## src/rtl/gnci_pkg.sv

```systemverilog
// ----------------------------------------------------------------------------
// gnci_pkg
// shared constants, types and helpers for the grid neighbour cell index block
// ----------------------------------------------------------------------------
`default_nettype none

package gnci_pkg;

  localparam int MAX_GRID_DIM = 1024;
  localparam int CW           = $clog2(MAX_GRID_DIM);  // coordinate width
  localparam int SW           = CW + 1;                // effective size width
  localparam int PW           = 2 * CW + 1;            // plane size width
  localparam int YW           = 2 * CW;                // decoded y width
  localparam int IW           = 30;                    // linear index width
  localparam int FW           = 10;                    // input coordinate field width
  localparam int CFG_W        = 11;
  localparam int CFG_IW       = 2;
  localparam int RESET_SIZE   = 16;
  localparam int NOFS         = 27;                    // 3 x 3 x 3 offsets
  localparam int CENTRE       = 13;
  localparam int QDEPTH       = 4;
  localparam int QAW          = $clog2(QDEPTH);

  localparam logic OP_INDEX = 1'b0;
  localparam logic OP_COORD = 1'b1;

  localparam logic [CFG_IW-1:0] REG_SIZE_X = 2'd0;
  localparam logic [CFG_IW-1:0] REG_SIZE_Y = 2'd1;
  localparam logic [CFG_IW-1:0] REG_SIZE_Z = 2'd2;

  typedef struct packed {
    logic [CW-1:0] cx;
    logic [YW-1:0] cy;
    logic [IW-1:0] cz;
  } cell_t;

  typedef struct packed {
    logic [SW-1:0] sx;
    logic [SW-1:0] sy;
    logic [SW-1:0] sz;
    logic [PW-1:0] plane;
  } grid_t;

  typedef struct packed {
    logic  vld;
    cell_t loc;
  } qpush_t;

  function automatic logic [SW-1:0] eff_size(input logic [CFG_W-1:0] v);
    logic [SW-1:0] r;
    if (v == '0) begin
      r = SW'(1);
    end else if (int'(v) > MAX_GRID_DIM) begin
      r = SW'(MAX_GRID_DIM);
    end else begin
      r = SW'(v);
    end
    return r;
  endfunction

endpackage

`default_nettype wire

```

## src/rtl/gnci_front.sv

```systemverilog
// ----------------------------------------------------------------------------
// gnci_front
// accepts items, decodes linear indices with a bit-serial divider
// ----------------------------------------------------------------------------
`default_nettype none

module gnci_front
  import gnci_pkg::*;
(
  input  wire logic          clk,
  input  wire logic          rst_n,
  input  wire logic          in_valid,
  output logic               in_stall,
  input  wire logic          in_operation,
  input  wire logic [IW-1:0] in_cell_index,
  input  wire logic [FW-1:0] in_coord_x,
  input  wire logic [FW-1:0] in_coord_y,
  input  wire logic [FW-1:0] in_coord_z,
  input  wire grid_t         grid,
  input  wire logic          q_full,
  output qpush_t             qpush
);

  localparam int CNT_W = $clog2(IW + 1);

  typedef enum logic [1:0] {F_IDLE, F_DIV_Z, F_DIV_Y, F_DONE} fstate_t;

  fstate_t          state_r;
  logic             res_vld_r;
  cell_t            res_r;
  logic [CNT_W-1:0] cnt_r;
  logic [IW-1:0]    num_r;
  logic [PW-1:0]    rem_r;
  logic [IW-1:0]    quo_r;
  logic [PW-1:0]    dsr_r;
  logic [IW-1:0]    cz_r;

  logic             res_free;
  logic             res_load;
  logic             accept;
  logic [PW:0]      trial;
  logic             ge;
  logic [PW:0]      diff;
  logic [PW-1:0]    rem_step;
  logic [IW-1:0]    quo_step;
  logic             last_step;

  assign res_free = !res_vld_r || !q_full;
  assign in_stall = (state_r != F_IDLE) || !res_free;
  assign accept   = in_valid && !in_stall;
  assign res_load = (accept && (in_operation == OP_COORD)) ||
                    ((state_r == F_DONE) && res_free);

  // one restoring division step per cycle
  assign trial     = {rem_r, num_r[IW-1]};
  assign ge        = trial >= {1'b0, dsr_r};
  assign diff      = trial - {1'b0, dsr_r};
  assign rem_step  = ge ? diff[PW-1:0] : trial[PW-1:0];
  assign quo_step  = {quo_r[IW-2:0], ge};
  assign last_step = cnt_r == CNT_W'(1);

  assign qpush.vld = res_vld_r;
  assign qpush.loc = res_r;

  always_ff @(posedge clk) begin
    if (!rst_n) begin
      state_r   <= F_IDLE;
      res_vld_r <= 1'b0;
    end else begin
      res_vld_r <= res_load || (res_vld_r && q_full);
      unique case (state_r)
        F_IDLE: begin
          if (accept) begin
            if (in_operation == OP_COORD) begin
              res_r.cx <= CW'(in_coord_x);
              res_r.cy <= YW'(in_coord_y);
              res_r.cz <= IW'(in_coord_z);
            end else begin
              state_r <= F_DIV_Z;
              num_r   <= in_cell_index;
              rem_r   <= '0;
              quo_r   <= '0;
              dsr_r   <= grid.plane;
              cnt_r   <= CNT_W'(IW);
            end
          end
        end
        F_DIV_Z: begin
          if (last_step) begin
            state_r <= F_DIV_Y;
            cz_r    <= quo_step;
            num_r   <= {rem_step[YW-1:0], {(IW-YW){1'b0}}};
            rem_r   <= '0;
            quo_r   <= '0;
            dsr_r   <= PW'(grid.sx);
            cnt_r   <= CNT_W'(YW);
          end else begin
            num_r <= {num_r[IW-2:0], 1'b0};
            rem_r <= rem_step;
            quo_r <= quo_step;
            cnt_r <= cnt_r - CNT_W'(1);
          end
        end
        F_DIV_Y: begin
          num_r <= {num_r[IW-2:0], 1'b0};
          rem_r <= rem_step;
          quo_r <= quo_step;
          cnt_r <= cnt_r - CNT_W'(1);
          if (last_step) begin
            state_r <= F_DONE;
          end
        end
        F_DONE: begin
          if (res_free) begin
            res_r.cx <= rem_r[CW-1:0];
            res_r.cy <= quo_r[YW-1:0];
            res_r.cz <= cz_r;
            state_r  <= F_IDLE;
          end
        end
        default: state_r <= F_IDLE;
      endcase
    end
  end

endmodule

`default_nettype wire

```

## src/rtl/gnci_queue.sv

```systemverilog
// ----------------------------------------------------------------------------
// gnci_queue
// short queue of decoded cells between front and back
// ----------------------------------------------------------------------------
`default_nettype none

module gnci_queue
  import gnci_pkg::*;
(
  input  wire logic   clk,
  input  wire logic   rst_n,
  input  wire qpush_t qpush,
  output logic        q_full,
  input  wire logic   q_pop,
  output logic        q_vld,
  output cell_t       q_cell
);

  cell_t           mem [QDEPTH];
  logic [QAW-1:0]  wr_ptr_r;
  logic [QAW-1:0]  rd_ptr_r;
  logic [QAW:0]    count_r;
  logic            do_push;
  logic            do_pop;

  assign q_full  = count_r == (QAW+1)'(QDEPTH);
  assign q_vld   = count_r != '0;
  assign q_cell  = mem[rd_ptr_r];
  assign do_push = qpush.vld && !q_full;
  assign do_pop  = q_pop && q_vld;

  always_ff @(posedge clk) begin
    if (do_push) begin
      mem[wr_ptr_r] <= qpush.loc;
    end
  end

  always_ff @(posedge clk) begin
    if (!rst_n) begin
      wr_ptr_r <= '0;
      rd_ptr_r <= '0;
      count_r  <= '0;
    end else begin
      if (do_push) begin
        wr_ptr_r <= wr_ptr_r + QAW'(1);
      end
      if (do_pop) begin
        rd_ptr_r <= rd_ptr_r + QAW'(1);
      end
      if (do_push && !do_pop) begin
        count_r <= count_r + (QAW+1)'(1);
      end else if (do_pop && !do_push) begin
        count_r <= count_r - (QAW+1)'(1);
      end
    end
  end

endmodule

`default_nettype wire

```

## src/rtl/gnci_back.sv

```systemverilog
// ----------------------------------------------------------------------------
// gnci_back
// walks the in-bounds neighbour mask, one linear index per unstalled cycle
// ----------------------------------------------------------------------------
`default_nettype none

module gnci_back
  import gnci_pkg::*;
(
  input  wire logic          clk,
  input  wire logic          rst_n,
  input  wire grid_t         grid,
  input  wire logic          q_vld,
  input  wire cell_t         q_cell,
  output logic               q_pop,
  output logic               out_valid,
  input  wire logic          out_stall,
  output logic [IW-1:0]      out_neighbour_index,
  output logic               out_last,
  output logic               out_empty_res
);

  logic                a_vld_r;
  logic                a_empty_r;
  logic [NOFS-1:0]     a_mask_r;
  logic [CW-1:0]       a_cx_r;
  logic [CW-1:0]       a_cy_r;
  logic [CW-1:0]       a_cz_r;

  logic                b_vld_r;
  logic                b_last_r;
  logic                b_empty_r;
  logic [CW-1:0]       b_nx_r;
  logic [CW-1:0]       b_ny_r;
  logic [CW-1:0]       b_nz_r;

  logic                c_vld_r;
  logic                c_last_r;
  logic                c_empty_r;
  logic [CW-1:0]       c_nx_r;
  logic [IW-1:0]       c_py_r;
  logic [IW-1:0]       c_pz_r;

  logic                out_vld_r;
  logic [IW-1:0]       out_index_r;
  logic                out_last_r;
  logic                out_empty_r;

  logic                adv;
  logic [2:0]          vx;
  logic [2:0]          vy;
  logic [2:0]          vz;
  logic [NOFS-1:0]     load_mask;
  logic [NOFS-1:0]     onehot;
  logic [NOFS-1:0]     mask_rest;
  logic [2:0]          sel_x;
  logic [2:0]          sel_y;
  logic [2:0]          sel_z;
  logic [CW-1:0]       nx;
  logic [CW-1:0]       ny;
  logic [CW-1:0]       nz;
  logic [CW+SW-1:0]    py_prod;
  logic [CW+PW-1:0]    pz_prod;

  assign adv   = !out_vld_r || !out_stall;
  assign q_pop = q_vld && !a_vld_r;

  // bounds of the three offsets on each axis
  always_comb begin
    vx[0] = (q_cell.cx != '0) && (SW'(q_cell.cx) <= grid.sx);
    vx[1] = SW'(q_cell.cx) < grid.sx;
    vx[2] = (SW'(q_cell.cx) + SW'(1)) < grid.sx;
    vy[0] = (q_cell.cy != '0) && ((YW+1)'(q_cell.cy) <= (YW+1)'(grid.sy));
    vy[1] = (YW+1)'(q_cell.cy) < (YW+1)'(grid.sy);
    vy[2] = ((YW+1)'(q_cell.cy) + (YW+1)'(1)) < (YW+1)'(grid.sy);
    vz[0] = (q_cell.cz != '0) && ((IW+1)'(q_cell.cz) <= (IW+1)'(grid.sz));
    vz[1] = (IW+1)'(q_cell.cz) < (IW+1)'(grid.sz);
    vz[2] = ((IW+1)'(q_cell.cz) + (IW+1)'(1)) < (IW+1)'(grid.sz);
    for (int k = 0; k < NOFS; k++) begin
      load_mask[k] = vx[k / 9] & vy[(k / 3) % 3] & vz[k % 3];
    end
    load_mask[CENTRE] = 1'b0;
  end

  // lowest remaining offset, x outermost and z innermost
  always_comb begin
    onehot    = a_mask_r & (~a_mask_r + NOFS'(1));
    mask_rest = a_mask_r & ~onehot;
    sel_x     = '0;
    sel_y     = '0;
    sel_z     = '0;
    for (int k = 0; k < NOFS; k++) begin
      sel_x[k / 9]       = sel_x[k / 9] | onehot[k];
      sel_y[(k / 3) % 3] = sel_y[(k / 3) % 3] | onehot[k];
      sel_z[k % 3]       = sel_z[k % 3] | onehot[k];
    end
    nx = sel_x[0] ? a_cx_r - CW'(1) : (sel_x[2] ? a_cx_r + CW'(1) : a_cx_r);
    ny = sel_y[0] ? a_cy_r - CW'(1) : (sel_y[2] ? a_cy_r + CW'(1) : a_cy_r);
    nz = sel_z[0] ? a_cz_r - CW'(1) : (sel_z[2] ? a_cz_r + CW'(1) : a_cz_r);
  end

  assign py_prod = b_ny_r * grid.sx;
  assign pz_prod = b_nz_r * grid.plane;

  always_ff @(posedge clk) begin
    if (!rst_n) begin
      a_vld_r   <= 1'b0;
      b_vld_r   <= 1'b0;
      c_vld_r   <= 1'b0;
      out_vld_r <= 1'b0;
    end else begin
      if (!a_vld_r) begin
        if (q_vld) begin
          a_vld_r   <= 1'b1;
          a_empty_r <= load_mask == '0;
          a_mask_r  <= load_mask;
          a_cx_r    <= q_cell.cx;
          a_cy_r    <= q_cell.cy[CW-1:0];
          a_cz_r    <= q_cell.cz[CW-1:0];
        end
      end else if (adv) begin
        if (a_empty_r) begin
          a_vld_r <= 1'b0;
        end else begin
          a_vld_r  <= mask_rest != '0;
          a_mask_r <= mask_rest;
        end
      end

      if (adv) begin
        b_vld_r   <= a_vld_r;
        b_empty_r <= a_empty_r;
        b_last_r  <= a_empty_r || (mask_rest == '0);
        b_nx_r    <= a_empty_r ? '0 : nx;
        b_ny_r    <= a_empty_r ? '0 : ny;
        b_nz_r    <= a_empty_r ? '0 : nz;

        c_vld_r   <= b_vld_r;
        c_last_r  <= b_last_r;
        c_empty_r <= b_empty_r;
        c_nx_r    <= b_nx_r;
        c_py_r    <= IW'(py_prod);
        c_pz_r    <= pz_prod[IW-1:0];

        out_vld_r   <= c_vld_r;
        out_last_r  <= c_last_r;
        out_empty_r <= c_empty_r;
        out_index_r <= IW'(c_nx_r) + c_py_r + c_pz_r;
      end
    end
  end

  assign out_valid           = out_vld_r;
  assign out_neighbour_index = out_index_r;
  assign out_last            = out_last_r;
  assign out_empty_res       = out_empty_r;

endmodule

`default_nettype wire

```

## src/rtl/grid_neighbour_cell_index.sv

```systemverilog
// ----------------------------------------------------------------------------
// grid_neighbour_cell_index
// lists the in-bounds 26-neighbourhood of one cell of a configurable 3d grid
// ----------------------------------------------------------------------------
// items arrive on the in_ channel as a linear index or as x, y, z coordinates;
// the grid size comes from three registers written through cfg_we, cfg_index
// and cfg_data, which reset to 16 x 16 x 16 and saturate to 1..1024.
// each item gives 1 to 26 results on the out_ channel, one per unstalled
// cycle, in x-outer, z-inner offset order; out_last marks the final one and a
// cell with no neighbour gives a single result with out_empty_res set.
// the front takes a coordinate item each cycle while the queue has room; a
// linear index goes through a bit-serial divider, 30 steps for z and 20 for y,
// so the front stays busy until the decoded cell enters its result register.
// the back emits one result per cycle while out_stall is low; it loads each
// item into stage a before its first result, and a result passes through the
// b and c registers into the output register.
// a four-entry queue decouples front and back. out_stall freezes the back
// pipeline with every result held; in_stall rises once the queue and the
// front result register are full or the divider is busy.
// reset (rst_n low, synchronous) empties the queue and pipeline and restores
// the size registers.
// ----------------------------------------------------------------------------
`default_nettype none

module grid_neighbour_cell_index
  import gnci_pkg::*;
(
  input  wire logic              clk,
  input  wire logic              rst_n,
  input  wire logic              cfg_we,
  input  wire logic [CFG_IW-1:0] cfg_index,
  input  wire logic [CFG_W-1:0]  cfg_data,
  input  wire logic              in_valid,
  output logic                   in_stall,
  input  wire logic              in_operation,
  input  wire logic [IW-1:0]     in_cell_index,
  input  wire logic [FW-1:0]     in_coord_x,
  input  wire logic [FW-1:0]     in_coord_y,
  input  wire logic [FW-1:0]     in_coord_z,
  output logic                   out_valid,
  input  wire logic              out_stall,
  output logic [IW-1:0]          out_neighbour_index,
  output logic                   out_last,
  output logic                   out_empty_res
);

  logic [SW-1:0]   sx_r;
  logic [SW-1:0]   sy_r;
  logic [SW-1:0]   sz_r;
  logic [PW-1:0]   plane_r;
  logic [SW-1:0]   wr_size;
  logic [2*SW-1:0] plane_x;
  logic [2*SW-1:0] plane_y;
  grid_t           grid;
  qpush_t          qpush;
  logic            q_full;
  logic            q_pop;
  logic            q_vld;
  cell_t           q_cell;

  assign wr_size = eff_size(cfg_data);
  assign plane_x = wr_size * sy_r;
  assign plane_y = sx_r * wr_size;

  always_ff @(posedge clk) begin
    if (!rst_n) begin
      sx_r    <= SW'(RESET_SIZE);
      sy_r    <= SW'(RESET_SIZE);
      sz_r    <= SW'(RESET_SIZE);
      plane_r <= PW'(RESET_SIZE * RESET_SIZE);
    end else if (cfg_we) begin
      unique case (cfg_index)
        REG_SIZE_X: begin
          sx_r    <= wr_size;
          plane_r <= plane_x[PW-1:0];
        end
        REG_SIZE_Y: begin
          sy_r    <= wr_size;
          plane_r <= plane_y[PW-1:0];
        end
        REG_SIZE_Z: sz_r <= wr_size;
        default: ;
      endcase
    end
  end

  assign grid.sx    = sx_r;
  assign grid.sy    = sy_r;
  assign grid.sz    = sz_r;
  assign grid.plane = plane_r;

  gnci_front u_front (
    .clk           (clk),
    .rst_n         (rst_n),
    .in_valid      (in_valid),
    .in_stall      (in_stall),
    .in_operation  (in_operation),
    .in_cell_index (in_cell_index),
    .in_coord_x    (in_coord_x),
    .in_coord_y    (in_coord_y),
    .in_coord_z    (in_coord_z),
    .grid          (grid),
    .q_full        (q_full),
    .qpush         (qpush)
  );

  gnci_queue u_queue (
    .clk    (clk),
    .rst_n  (rst_n),
    .qpush  (qpush),
    .q_full (q_full),
    .q_pop  (q_pop),
    .q_vld  (q_vld),
    .q_cell (q_cell)
  );

  gnci_back u_back (
    .clk                 (clk),
    .rst_n               (rst_n),
    .grid                (grid),
    .q_vld               (q_vld),
    .q_cell              (q_cell),
    .q_pop               (q_pop),
    .out_valid           (out_valid),
    .out_stall           (out_stall),
    .out_neighbour_index (out_neighbour_index),
    .out_last            (out_last),
    .out_empty_res       (out_empty_res)
  );

endmodule

`default_nettype wire

```

## config.mk

```make
export PLATFORM = sky130hd
export DESIGN_NAME = grid_neighbour_cell_index
export DESIGN_NICKNAME = d
export VERILOG_FILES = /design/src/rtl/gnci_pkg.sv /design/src/rtl/gnci_front.sv /design/src/rtl/gnci_queue.sv /design/src/rtl/gnci_back.sv /design/src/rtl/grid_neighbour_cell_index.sv
export SDC_FILE = /design/constraint.sdc
export NUM_CORES = 2
export LEC_CHECK = 0
export ABC_AREA = 1
export BUFFER_PORTS_ARGS = -buffer_cell sky130_fd_sc_hd__buf_4
export CORE_ASPECT_RATIO = 0.7
export CORE_MARGIN = 2
export CORE_UTILIZATION = 65
export CTS_CLUSTER_SIZE = 24
export DETAILED_ROUTE_END_ITERATION = 10
export GPL_ROUTABILITY_DRIVEN = 0
export GPL_TIMING_DRIVEN = 1
export PLACE_DENSITY = 0.82
export SLEW_MARGIN = 25
export SYNTH_ARGS = -nofsm -noshare
export SYNTH_HDL_FRONTEND = slang
export SYNTH_HIERARCHICAL = 1
export SYNTH_SLANG_ARGS = --single-unit
```

## constraint.sdc

```tcl
create_clock -name clk -period 9.95 [get_ports clk]
set_input_delay 0.4975 -clock clk [delete_from_list [all_inputs] [get_ports clk]]
set_output_delay 0.4975 -clock clk [all_outputs]
set_load 0.02 [all_outputs]
```

**Word level (Yosys, flattened, before mapping)**

Memory sizes are Yosys's and may differ from the RTL's. A register that Yosys moved wholly into a read port is not among the register bits.
Cells that the tools add are included.

- Flip-flop bits (word level): 449
- Memory bits (writable): 240
- Bits of input ports: 79
- Output and inout bits: 34
- Word-level logic and storage cells: 285
- Memories kept: 1

Memory list:

| name | depth | width | read ports | clocked after Yosys merged registers in | write ports | line | RTL |
|---|---|---|---|---|---|---|---|
| u_queue.mem | 4 | 60 | 1 | 1 | 1 | gnci_queue.sv:19 | `cell_t mem [QDEPTH];` |

- Add/subtract/negate cells: 18
- Multiply operators: 4
- Order comparisons: 11
- Equal/unequal tests: 15
- Mux-type cells: 54
- Bitwise operators: 86
- Reductions and logical operators: 56

Operators by type and width:

| operator | count |
|---|---|
| 60-bit 2-to-1 mux | 3 |
| 21-bit 2-to-1 mux | 7 |
| 60-bit one-hot mux with 2 select lines | 1 |
| 27-bit 2-to-1 mux | 4 |
| 30-bit 2-to-1 mux | 3 |
| 30-bit one-hot mux with 3 select lines | 1 |
| 29-bit 2-to-1 mux | 3 |
| 29-bit one-hot mux with 3 select lines | 1 |
| 21-bit one-hot mux with 2 select lines | 2 |
| 21-bit one-hot mux with 3 select lines | 1 |
| 10-bit 2-to-1 mux | 6 |
| 27-bit AND | 2 |
| 27-bit zero test | 2 |
| 27-bit NOT | 2 |
| 1-bit bitwise OR | 46 |
| 11-bit by 11-bit multiplier with 21-bit output | 2 |
| 1-bit AND | 35 |
| 30-bit by 1-bit adder with 31-bit output (second input constant) | 1 |
| 31-bit by 11-bit less-than comparator with 1-bit output | 1 |
| 10-bit by 1-bit adder with 10-bit output (second input constant) | 3 |
| 30-bit adder | 1 |
| 30-bit by 11-bit <= comparator with 1-bit output | 1 |
| 30-bit by 11-bit less-than comparator with 1-bit output | 1 |
| 10-bit by 21-bit multiplier with 30-bit output | 1 |
| other kinds (48) | 114 |

**Longest topological paths before layout**

- Depth in word-level cells: 13
- Mapped depth: 33
- Gate-level depth less buffers: 32

**Cells and area by module**

Netlist, hierarchy kept.

Modules (own cells, without submodules):

| module | times used | cells each | area each (um^2) | sequential area each (um^2) |
|---|---|---|---|---|
| gnci_back | 1 | 3063 | 23860.4 | 5635.4 |
| grid_neighbour_cell_index | 1 | 1410 | 10397.5 | 1081.0 |
| gnci_front | 1 | 972 | 9660.5 | 5945.7 |
| gnci_queue | 1 | 649 | 9547.9 | 7387.1 |

**Worst setup path after synthesis**

Ideal clock, no wire load.

- Path kind: in2reg
- From: input out_stall
- To: register u_back.b_empty_r (enable)
- Library setup time: 0.614 ns
- Arrival: 5.944 ns
- Data required time: 9.336 ns
- Slack: 3.392 ns
- Stages on the path: 3
- Buffers on the path: 0
- Cells stage by stage: nand2_1 > inv_1 > nor2_1

- Longest elaborated chain between the ends: 3

RTL lines:

| element | line | RTL |
|---|---|---|
| start: declaration | grid_neighbour_cell_index.sv:41 | `input wire logic out_stall,` |
| 1-bit zero test | gnci_back.sv:65 | `assign adv = !out_vld_r \|\| !out_stall;` |
| 1-bit logical OR | gnci_back.sv:65 |  |
| 2-bit AND reduction (no line) | - |  |
| end signal: assignment | gnci_back.sv:132 | `b_empty_r <= a_empty_r;` |
| end: declaration | gnci_back.sv:32 | `logic b_empty_r;` |

No other way between the ends.
A chain may end at the register's enable or synchronous reset.

**Worst setup path in the final report**

- From: register u_back.b_nz_r[9]
- To: register u_back.c_pz_r[23] (data pin)

- Longest elaborated chain between the ends: 1

RTL lines:

| element | line | RTL |
|---|---|---|
| start: declaration | gnci_back.sv:35 | `logic [CW-1:0] b_nz_r;` |
| start signal: assignment | gnci_back.sv:136 | `b_nz_r <= a_empty_r ? '0 : nz;` |
| 10-bit by 21-bit multiplier with 30-bit output | gnci_back.sv:103 | `assign pz_prod = b_nz_r * grid.plane;` |
| via u_back.pz_prod[23] | gnci_back.sv:63 | `logic [CW+PW-1:0] pz_prod;` |
| end signal: assignment | gnci_back.sv:143 | `c_pz_r <= pz_prod[IW-1:0];` |
| end: declaration | gnci_back.sv:42 | `logic [IW-1:0] c_pz_r;` |

The timed path passes the listed nets, and every way through them passes these cells.

==> qor.csv <==
metric;value;unit
antenna_found_initial;0;
cp_cell_sequence;nand2_1 -> fa_1 -> fa_1 -> inv_1 -> fa_1 -> fa_1 -> inv_1 -> fa_1 -> inv_1 -> ha_1 -> nand2_1 -> nor2_1 -> inv_1 -> o21ai_0 -> a21oi_1 -> o21bai_1 -> a21oi_1 -> xnor2_1;
worst_slew_pin_slew;1120;ps
cp_top_family;adder cells;
syn_inst;6094;
async_flop_share;0;%
drtIter0Drc;5534;
crit_path_end_kind;register;
die_h;244;um
yosysWarnings;6;
post-cts-setup-buffers;0;
yosysMostFrequentCell;nand2_1;
crit_path_max_fanout;21;
numCtsBuffers;68;
avgSynthCellArea;8.77;sq um
synth-seq-cells;691;
final_layout_size_suffix_gt1_share;7.31;%
yosys-top-cells-area;edfxtp_1 35%, fa_1 15%, nand2_1 9.7%;
clock_latency;650;ps
post_drt_via_cell_ratio;5.88;
setup_viol;0;
rsz0062_at_grt;no;
drv_cap;0;
hpwl;102;mm
cp_common_cell;fa_1;
htreeDepth;3;
slew_viol_final;0;
dp_slack;3660;ps
setup_slack;3980;ps
min_path_type;primary input to register;
grt_pass1_vias;42200;
grt_usage;33.2;%
synth.distinct_cells;66;
area_growth;7.26;%
worstSetupStartpointType;register;
fp.dieW;347;um
nNetsFinal;6968;
cts_resized;0;
fin_worst_skew;30.6;ps
cts_max_path_buffers;3;
grt.overflow.total;0;
syn-num-nets;6937;
rr_startpoint;u_back/b_nz_r[9];
grt_max_degree;70;
synthFlopType;edfxtp_1;
synth_seq_area_share;37.5;%
synth_edf_count;621;
path_buf_inv;4;
layout.cells.non_filler;7248;
diodes;0;
cts_num_sinks;691;
cpPeakStageDelay;980;ps
worstPathRequired;10330;ps
drtAntennaViolNets;0;
crit_slowest_cell;edfxtp_1;
p_per_area;190;nW/um^2
yosys-top-cells-count;1383 x nand2_1, 1079 x inv_1, 621 x edfxtp_1;
crit_end;u_back/c_pz_r[23];
coreArea;81000;sq um
r2r_setup_slack;3980;ps
cts_tree;built;
fin_crit;5970;ps
period_share;60.0;%
clk_pin_slew;60;ps
relSlewSlack;25.1;%
drc;0;
rows;87;
leakage;27.3;nW
netlist_area;53500;sq um
pin_count;113;
floorplan.die_area;84600;sq um
routedWlPerCell;19.0;um
synth_top_cell_by_area;edfxtp_1;
numPortBuffers;112;
fmax;167;MHz
cp.arrival;6350;ps
dr.pass1.iters;9;
drt_wl_total;138;mm
netlist.area_leader.share;34.9;%
cts_hold_buf;0;
tns;0;ps
grt_pass1_wl;223;mm
startpoint;u_back/b_nz_r[9];
placed_cells;7123;
start_util;66.0;%
cts_root_buf;clkbuf_16;
crit_cells;18;
worst-r2r-cell-count;18;
r2r-end;u_back/c_pz_r[23];
ir_drop;0.000189;V
final_hold_viol_count;0;
critical_path_class;register to register;
status;complete, no violations;
vias;42600;
## worst min-delay path, cell delays in order
cell and delay [ps]:
buf_4 80, nand2_1 40, o21ai_0 50
## worst min-delay path by stage
| stage | start | endpoint | slack (ps) | cells after the start |
|---|---|---|---|---|
| 3_3_place_gp | u_back/c_empty_r | u_back/out_empty_res | 400 | 0 |
| 2_1_floorplan | u_back/b_empty_r | u_back/c_empty_r | 400 | 0 |
| 4_1_cts | in_coord_y[7] | u_front/qpush[37] | 120 | 3 |
| 3_5_place_dp | u_back/b_nx_r[3] | u_back/c_nx_r[3] | 410 | 0 |
| 6_report | in_coord_y[7] | u_front/qpush[37] | 140 | 3 |
| 5_1_grt | in_coord_z[4] | u_front/qpush[4] | 140 | 3 |
## metrics by stage
step                power (mW)  hold WS (ps)  area, sq um  util [%]
floorplan                 7.06           400        53500         -
global placement          8.04           402        55100      68.0
detailed placement        8.19           406        55100      68.0
CTS                       10.9           115        57300      70.8
global route              11.6           140        57300      70.8
finish                    10.9           142        57300      70.8
## sequential cells by signal, summed over array words and instances (netlist names), 11 cells and up, named ones only
register / flops
u_front/cz_r: 30
u_front/dsr_r: 21
u_front/quo_r: 29
u_back/c_py_r: 21
u_front/qpush: 60
u_front/rem_r: 21
sz_r: 11
sx_r: 11
u_queue/mem: 240
u_back/a_mask_r: 27
sy_r: 11
u_front/num_r: 30
u_back/out_neighbour_index: 30
u_back/c_pz_r: 30
plane_r: 21
## area by class of cell
cell class / count / area (sq um)
multi-input cells: 4109 / 28400
well taps: 1068 / 1340
flip-flops and latches: 691 / 20100
inverters: 1102 / 4140
clock inverters: 37 / 423
fillers: 5863 / 23600
clock buffers: 88 / 1850
repair buffers: 153 / 1150
## cell families (layout without fill, tap and decap cells)
logic type	after synthesis	count (layout)	share of synthesized area (%)
compound gates	718	718	7.58
xor+xnor	131	131	2.15
fa+ha+maj	764	764	23.4
buf+inv	1294	1380	9.53
simple gates	2496	2496	19.9
flops	691	691	37.5
## layer usage
metal	routed length, um	vias up	track usage, %	part of all wire [%]
li1	-	19500	-	-
met1	55900	20200	47.3	40
met2	60500	2607	50.3	44
met3	17400	319	8.50	13
met4	4170	2	10.3	3.0
met5	58	-	0.510	0.042
## placed cells by master (no fill, tap or decap), types with 57 or more instances in the layout
master	n
a21oi_1	264
clkbuf_16	70
nand2_1	1383
buf_4	153
xor2_1	91
fa_1	390
inv_1	1079
o21ai_0	234
nor2_2	78
o21ai_1	59
dfxtp_1	69
nor3_1	59
nand3_1	222
edfxtp_1	621
o22ai_1	57
nor2_1	587
ha_1	374
## report_power, final
| group | internal (mW) | leakage (nW) | total, mW | switching, mW |
|---|---|---|---|---|
| clock network | 1.49 | 1.10 | 2.65 | 1.16 |
| logic | 1.36 | 19.8 | 4.15 | 2.79 |
| registers | 3.78 | 6.36 | 4.12 | 0.336 |
(Power assumes the default switching activity.)
